`src/rtl/ble_pkg.sv`:
```
// Shared types and constants of the bounded list engine.
// No dependencies.
package ble_pkg;

   localparam int DEPTH_DEF     = 16;
   localparam int WORD_BITS_DEF = 32;

   localparam int CMD_W     = 3;
   localparam int ITEM_W    = 32;
   localparam int POS_W     = 5;
   localparam int STATUS_W  = 2;
   localparam int ENTRIES_W = 5;

   typedef enum logic [CMD_W-1:0] {
      CMD_INSERT_FRONT = 3'd0,
      CMD_DELETE_FRONT = 3'd1,
      CMD_DELETE_LAST  = 3'd2,
      CMD_DELETE_AT    = 3'd3,
      CMD_DISPLAY      = 3'd4
   } cmd_type;

   typedef enum logic [STATUS_W-1:0] {
      STAT_OK     = 2'd0,
      STAT_EMPTY  = 2'd1,
      STAT_FULL   = 2'd2,
      STAT_BADPOS = 2'd3
   } status_type;

   typedef enum logic [1:0] {
      FSM_IDLE,
      FSM_SHIFT,
      FSM_DISP
   } fsm_type;

endpackage

```
`src/rtl/ble_ram.sv`:
```
// Generic single-write, single-read RAM with a registered read port.
// No dependencies.
module ble_ram #(
   parameter int WIDTH = 32,
   parameter int DEPTH = 16
) (
   input  logic                     clock,
   input  logic                     wr_en,
   input  logic [$clog2(DEPTH)-1:0] wr_addr,
   input  logic [WIDTH-1:0]         wr_data,
   input  logic                     rd_en,
   input  logic [$clog2(DEPTH)-1:0] rd_addr,
   output logic [WIDTH-1:0]         rd_data
);

   logic [WIDTH-1:0] mem_ff [DEPTH];
   logic [WIDTH-1:0] rd_data_ff;

   always_ff @(posedge clock) begin
      if (wr_en) begin
         mem_ff[wr_addr] <= wr_data;
      end
      if (rd_en) begin
         rd_data_ff <= mem_ff[rd_addr];
      end
   end

   assign rd_data = rd_data_ff;

endmodule

```
`src/rtl/bounded_list_engine.sv`:
```
// Bounded list engine: circular list of up to DEPTH words in one RAM (ble_pkg, ble_ram).
// Insert/delete front/last: accepted in idle, result registered and valid in the next cycle.
// Delete at position: the entries behind it move up one slot; one read/write a cycle.
// Display: one result per cycle while the output is not stalled, after a registered RAM read, count results in all.
// One command at a time; the next is taken once the sequencer is back in idle and the output is free.
// Synchronous reset empties the list (front 0, count 0); RAM contents are not cleared.
module bounded_list_engine #(
   parameter int DEPTH     = ble_pkg::DEPTH_DEF,
   parameter int WORD_BITS = ble_pkg::WORD_BITS_DEF
) (
   input  logic                                clock,
   input  logic                                reset,
   input  logic                                req_valid,
   output logic                                req_stall,
   input  logic [ble_pkg::CMD_W-1:0]           req_command,
   input  logic signed [ble_pkg::ITEM_W-1:0]   req_value,
   input  logic [ble_pkg::POS_W-1:0]           req_position,
   output logic                                rsp_valid,
   input  logic                                rsp_stall,
   output logic [ble_pkg::STATUS_W-1:0]        rsp_status,
   output logic signed [ble_pkg::ITEM_W-1:0]   rsp_item,
   output logic [ble_pkg::ENTRIES_W-1:0]       rsp_entries,
   output logic                                rsp_last
);
   import ble_pkg::*;

   localparam int AW   = $clog2(DEPTH);
   localparam int CW   = $clog2(DEPTH + 1);
   localparam int CMPW = (CW > POS_W) ? CW : POS_W;
   localparam int EXW  = (CW > ENTRIES_W) ? CW : ENTRIES_W;
   localparam int IW   = (WORD_BITS > ITEM_W) ? WORD_BITS : ITEM_W;

   fsm_type              state_ff, state_in;
   logic [AW-1:0]        front_ff, front_in;
   logic [CW-1:0]        count_ff, count_in;
   logic [CW-1:0]        idx_ff, idx_in;
   logic                 pend_ff, pend_in;
   logic [AW-1:0]        pend_slot_ff, pend_slot_in;

   logic                 rsp_valid_ff, rsp_valid_in;
   status_type           rsp_status_ff, rsp_status_in;
   logic [ITEM_W-1:0]    rsp_item_ff, rsp_item_in;
   logic [ENTRIES_W-1:0] rsp_entries_ff, rsp_entries_in;
   logic                 rsp_last_ff, rsp_last_in;

   logic                 ram_wr_en, ram_rd_en;
   logic [AW-1:0]        ram_wr_addr, ram_rd_addr;
   logic [WORD_BITS-1:0] ram_wr_data, ram_rd_data;

   logic                 out_free, accept, load;
   status_type           ld_status;
   logic [ITEM_W-1:0]    ld_item;
   logic                 ld_last;
   logic [CW-1:0]        ld_count;
   logic [CMPW-1:0]      pos_ext, cnt_cmp;
   logic [IW-1:0]        val_ext, rd_ext;
   logic [EXW-1:0]       ent_ext;

   function automatic logic [AW-1:0] slot_of(input logic [AW-1:0] f, input logic [CW-1:0] i);
      logic [CW:0] s;
      s = (CW+1)'(f) + (CW+1)'(i);
      if (s >= (CW+1)'(DEPTH)) begin
         s = s - (CW+1)'(DEPTH);
      end
      return s[AW-1:0];
   endfunction

   ble_ram #(
      .WIDTH (WORD_BITS),
      .DEPTH (DEPTH)
   ) u_store (
      .clock   (clock),
      .wr_en   (ram_wr_en),
      .wr_addr (ram_wr_addr),
      .wr_data (ram_wr_data),
      .rd_en   (ram_rd_en),
      .rd_addr (ram_rd_addr),
      .rd_data (ram_rd_data)
   );

   assign out_free  = !rsp_valid_ff || !rsp_stall;
   assign req_stall = (state_ff != FSM_IDLE) || !out_free;
   assign accept    = req_valid && !req_stall;
   assign pos_ext   = CMPW'(req_position);
   assign cnt_cmp   = CMPW'(count_ff);
   assign val_ext   = IW'($unsigned(req_value));
   assign rd_ext    = IW'(ram_rd_data);
   assign ent_ext   = EXW'(ld_count);

   always_comb begin
      state_in     = state_ff;
      front_in     = front_ff;
      count_in     = count_ff;
      idx_in       = idx_ff;
      pend_in      = pend_ff;
      pend_slot_in = pend_slot_ff;
      ram_wr_en    = 1'b0;
      ram_wr_addr  = '0;
      ram_wr_data  = val_ext[WORD_BITS-1:0];
      ram_rd_en    = 1'b0;
      ram_rd_addr  = '0;
      load         = 1'b0;
      ld_status    = STAT_OK;
      ld_item      = '0;
      ld_last      = 1'b1;
      ld_count     = count_ff;

      case (state_ff)
         FSM_IDLE: begin
            if (accept) begin
               case (cmd_type'(req_command))
                  CMD_INSERT_FRONT: begin
                     load = 1'b1;
                     if (count_ff == CW'(DEPTH)) begin
                        ld_status = STAT_FULL;
                     end else begin
                        front_in    = (front_ff == '0) ? AW'(DEPTH - 1) : front_ff - AW'(1);
                        ram_wr_en   = 1'b1;
                        ram_wr_addr = front_in;
                        count_in    = count_ff + CW'(1);
                        ld_count    = count_in;
                     end
                  end
                  CMD_DELETE_FRONT: begin
                     load = 1'b1;
                     if (count_ff == '0) begin
                        ld_status = STAT_EMPTY;
                     end else begin
                        front_in = slot_of(front_ff, CW'(1));
                        count_in = count_ff - CW'(1);
                        ld_count = count_in;
                     end
                  end
                  CMD_DELETE_LAST: begin
                     load = 1'b1;
                     if (count_ff == '0) begin
                        ld_status = STAT_EMPTY;
                     end else begin
                        count_in = count_ff - CW'(1);
                        ld_count = count_in;
                     end
                  end
                  CMD_DELETE_AT: begin
                     if (pos_ext == '0 || pos_ext >= cnt_cmp) begin
                        load      = 1'b1;
                        ld_status = STAT_BADPOS;
                     end else begin
                        idx_in   = pos_ext[CW-1:0] + CW'(1);
                        pend_in  = 1'b0;
                        state_in = FSM_SHIFT;
                     end
                  end
                  CMD_DISPLAY: begin
                     if (count_ff == '0) begin
                        load      = 1'b1;
                        ld_status = STAT_EMPTY;
                     end else begin
                        ram_rd_en   = 1'b1;
                        ram_rd_addr = front_ff;
                        idx_in      = '0;
                        state_in    = FSM_DISP;
                     end
                  end
                  default: begin
                     load = 1'b1;
                  end
               endcase
            end
         end
         FSM_SHIFT: begin
            if (pend_ff) begin
               ram_wr_en   = 1'b1;
               ram_wr_addr = pend_slot_ff;
               ram_wr_data = ram_rd_data;
            end
            if (idx_ff < count_ff) begin
               ram_rd_en    = 1'b1;
               ram_rd_addr  = slot_of(front_ff, idx_ff);
               pend_in      = 1'b1;
               pend_slot_in = slot_of(front_ff, idx_ff - CW'(1));
               idx_in       = idx_ff + CW'(1);
            end else begin
               pend_in = 1'b0;
               if (!pend_ff && out_free) begin
                  count_in = count_ff - CW'(1);
                  ld_count = count_in;
                  load     = 1'b1;
                  state_in = FSM_IDLE;
               end
            end
         end
         FSM_DISP: begin
            if (out_free) begin
               load    = 1'b1;
               ld_item = rd_ext[ITEM_W-1:0];
               ld_last = (idx_ff + CW'(1)) == count_ff;
               if (ld_last) begin
                  state_in = FSM_IDLE;
               end else begin
                  ram_rd_en   = 1'b1;
                  ram_rd_addr = slot_of(front_ff, idx_ff + CW'(1));
                  idx_in      = idx_ff + CW'(1);
               end
            end
         end
         default: begin
            state_in = FSM_IDLE;
         end
      endcase

      rsp_valid_in   = rsp_valid_ff;
      rsp_status_in  = rsp_status_ff;
      rsp_item_in    = rsp_item_ff;
      rsp_entries_in = rsp_entries_ff;
      rsp_last_in    = rsp_last_ff;
      if (load) begin
         rsp_valid_in   = 1'b1;
         rsp_status_in  = ld_status;
         rsp_item_in    = ld_item;
         rsp_entries_in = ent_ext[ENTRIES_W-1:0];
         rsp_last_in    = ld_last;
      end else if (!rsp_stall) begin
         rsp_valid_in = 1'b0;
      end
   end

   always_ff @(posedge clock) begin
      if (reset) begin
         state_ff     <= FSM_IDLE;
         front_ff     <= '0;
         count_ff     <= '0;
         pend_ff      <= 1'b0;
         rsp_valid_ff <= 1'b0;
      end else begin
         state_ff     <= state_in;
         front_ff     <= front_in;
         count_ff     <= count_in;
         pend_ff      <= pend_in;
         rsp_valid_ff <= rsp_valid_in;
      end
   end

   always_ff @(posedge clock) begin
      idx_ff         <= idx_in;
      pend_slot_ff   <= pend_slot_in;
      rsp_status_ff  <= rsp_status_in;
      rsp_item_ff    <= rsp_item_in;
      rsp_entries_ff <= rsp_entries_in;
      rsp_last_ff    <= rsp_last_in;
   end

   assign rsp_valid   = rsp_valid_ff;
   assign rsp_status  = rsp_status_ff;
   assign rsp_item    = rsp_item_ff;
   assign rsp_entries = rsp_entries_ff;
   assign rsp_last    = rsp_last_ff;

endmodule

```
`config.mk`:
```
export PLATFORM = sky130hd
export DESIGN_NAME = bounded_list_engine
export DESIGN_NICKNAME = d
export VERILOG_FILES = /design/src/rtl/ble_pkg.sv /design/src/rtl/ble_ram.sv /design/src/rtl/bounded_list_engine.sv
export SDC_FILE = /design/constraint.sdc
export NUM_CORES = 1
export LEC_CHECK = 0
export ABC_CLOCK_PERIOD_IN_PS = 6000
export BUFFER_PORTS_ARGS = -buffer_cell sky130_fd_sc_hd__buf_2
export CORE_UTILIZATION = 55
export DETAILED_ROUTE_END_ITERATION = 7
export HOLD_SLACK_MARGIN = 0.02
export PLACE_DENSITY = 0.69
export SYNTH_ARGS = -nofsm -noshare
export SYNTH_HDL_FRONTEND = slang
export SYNTH_SLANG_ARGS = --single-unit
```
`constraint.sdc`:
```
create_clock -name clock -period 6 [get_ports clock]
set_input_delay 0.9 -clock clock [delete_from_list [all_inputs] [get_ports clock]]
set_output_delay 0.9 -clock clock [all_outputs]
set_load 0.005 [all_outputs]
```
==> out/results.tsv <==
metric	value	unit
fp.dieW	216	µm
maxCapViolations	0	
synth_nets	1713	
worstSetupStartpointType	flip-flop	
rows	78	
numCtsBuffers	59	
antenna_found_initial	1	
synth.avg_cell_area	15.4	µm²
clock_path_buffers	3	
htreeDepth	2	
cp.required	6.50	ns
cp-end-kind	flip-flop	
slew_violations	0	
placed_cell_area	26200	µm²
route.detailed.drc	0	
fin_area	28100	µm²
hold_path_class	flip-flop to flip-flop	
worst-r2r-cell-count	12	
synth-edff-count	593	
syn-cell-area	25200	µm²
start_util	55.6	%
timing.final.crit_period	4.51	ns
io_pins	86	
ys_seq_area_share	71.8	%
fillers	3284	
wl_per_cell	26.1	µm
firstDrtPassIters	7	
post-route-util	62.1	%
reg2reg_slack	1.49	ns
ys_types	66	
post_cts_resized	0	
cellLeakagePower	9.35	nW
vias_per_cell	6.42	
slew_headroom	16.9	%
ir_worst_vdd	215	µV
ys_ff_latch	606	
multi_input_area	6650	µm²
postSynth.asyncResetShare	0	%
rsz0062_at_grt	false	
crit_path_max_fanout	97	
worstReg2RegEnd	u_store.rd_data[9]$_DFFE_PP_	
cts_hold_buf	0	
first_global_vias	14500	
clkLatencyLatePin	0.63	ns
layout.nets	1771	
vias	15000	
clk_pin_slew_worst_paths	0.07	ns
synth_top_cells_by_area	edfxtp_1 (71%), mux4_2 (5.5%), nor3_1 (2.6%)	
dp_hpwl	36100	µm
cts_tree	built	
grt_overflow_total	0	
worst_slack	1.49	ns
post_cts_buffers	0	
tightest_slew	1.24	ns
timing.setup.tns	0	ns
grt_pass1_wl	91000	µm
die-area	46600	µm²
ff_latch_area	18100	µm²
hold_slack	0.574	ns
io_buffers	85	
status	finished, final reports clean	
synth_warnings	0	
finalSetupViolCount	0	
drtIter0Drc	1824	
ys_top_cells_by_count	edfxtp_1 (593), nand2_1 (143), nor3_1 (129)	
hold_viol	0	
timing.rr.start	cnt_cmp[3]$_SDFF_PP0_	
area_delta_synth_final	11.7	%
yosysMostFrequentCell	edfxtp_1	
layout.cells.non_filler	2338	
grt_usage	26.4	%
fin_crit_sh	75.1	%
postRouteAntennaNets	0	
synthFlopType	edfxtp_1	
fmax	222	MHz
cts-root-buf	clkbuf_16	
dp_slack	1.46	ns
synth_top_cell_area_share	70.8	%
placedCellCount	2231	
drive_above_1_share	16.4	%
hold_end	rsp_item[29]$_SDFFCE_PN0P_	
p_per_area	355	nW/µm²
p_total	9.99	mW
clock_skew	0.0228	ns
min_path_cells	1	
core	45300	µm²
cp.arrival	5.01	ns
die_height	216	µm
yosysTopAreaCell	edfxtp_1	
crit_type	flip-flop to flip-flop	
hp-start	u_store.rd_data[29]$_DFFE_PP_	
gp_congestion	0.881	
diodes	0	
cts.sinks	606	
routed_wl	61000	µm
synthCells	1634	
grt_max_degree	101	
[logic make-up (layout without fill, tap and decap cells)]
logic type / after synthesis / count (layout) / synth area share [%]
simple gates: 404 / 404 / 7.54
fa+ha+maj: 35 / 35 / 1.83
flops: 606 / 606 / 71.8
xor+xnor: 26 / 26 / 0.905
buf+inv: 133 / 237 / 2.58
compound gates: 364 / 364 / 9.67
mux: 66 / 66 / 5.66
[placed cells by master (no fill, tap or decap), types with 5 or more instances in the layout]
cell	Yosys	final
xnor2_1	19	19
nor2b_1	9	9
a21oi_1	33	33
clkbuf_1	68	12
bufinv_16	0	7
o21ai_0	100	100
inv_1	22	22
mux4_2	61	61
clkbuf_16	0	61
ha_1	32	31
nor2_4	0	16
dfxtp_1	13	13
clkinv_1	0	12
o21ai_1	44	44
buf_4	8	20
buf_2	16	85
o2bb2ai_1	32	32
o22ai_1	34	34
nor2_1	43	27
edfxtp_1	593	593
nor3_1	129	129
nand3_1	19	19
a221o_1	31	31
nand2_1	143	142
or3_1	5	5
clkinv_2	0	10
o22a_1	30	30
a21o_1	12	11
nand2b_1	6	6
xor2_1	7	7
and3_1	36	36
[cell type report]
type / count / share of cell area [%]
inverter: 22 / 0.294
multi-input combinational: 895 / 23.7
sequential: 606 / 64.3
tap: 600 / 2.67
clock buffer: 73 / 5.59
timing repair buffer: 108 / 2.26
clock inverter: 34 / 1.27
[worst max-delay path, stage by stage, from the launching register on]
cell,delay [ns]
dfxtp_1,0.55
inv_1,0.15
ha_1,0.32
a21o_1,0.16
a21oi_1,0.17
nand3_1,0.23
o2bb2ai_1,0.63
or2_4,0.94
buf_4,0.47
o21ai_0,0.15
o22a_1,0.23
o2bb2ai_1,0.17
a221o_1,0.12
[routing by layer]
layer  share of wire [%]  track usage [%]  wire length [µm]  up-vias
li1                    -                -                 -     6575
met1                  42             38.9             25700     7593
met2                  45             39.2             27500      714
met3                  10             5.93              6180      118
met4                 2.7             8.94              1630        2
met5               0.028                0                17        -
[flip-flops by register name, indices dropped and copies added, names as in the netlist, 2 cells and up]
signal	count
cnt_cmp	5
front_ff	4
idx_ff	5
pend_slot_ff	4
rsp_entries	5
rsp_item	32
rsp_status	2
state_ff	2
u_store.mem_ff	512
u_store.rd_data	32
[power by group]
group	internal, mW	total (mW)	switching, mW
Clock	2.15	3.72	1.57
Combinational	0.459	1.28	0.825
Sequential	4.88	4.98	0.0965
[worst max path at each step]
stage,start,endpoint,cells after the start
final,cnt_cmp[3]$_SDFF_PP0_,u_store.rd_data[9]$_DFFE_PP_,12
after global routing,cnt_cmp[3]$_SDFF_PP0_,u_store.rd_data[9]$_DFFE_PP_,12
after CTS,cnt_cmp[3]$_SDFF_PP0_,u_store.rd_data[9]$_DFFE_PP_,12
after detailed placement,req_command[2],u_store.rd_data[1]$_DFFE_PP_,11
after global placement,req_command[2],u_store.mem_ff[1][11]$_DFFE_PP_,8
after floorplan,req_command[1],u_store.mem_ff[0][0]$_DFFE_PP_,5
Note: power is estimated with default switching activity, not from simulation.
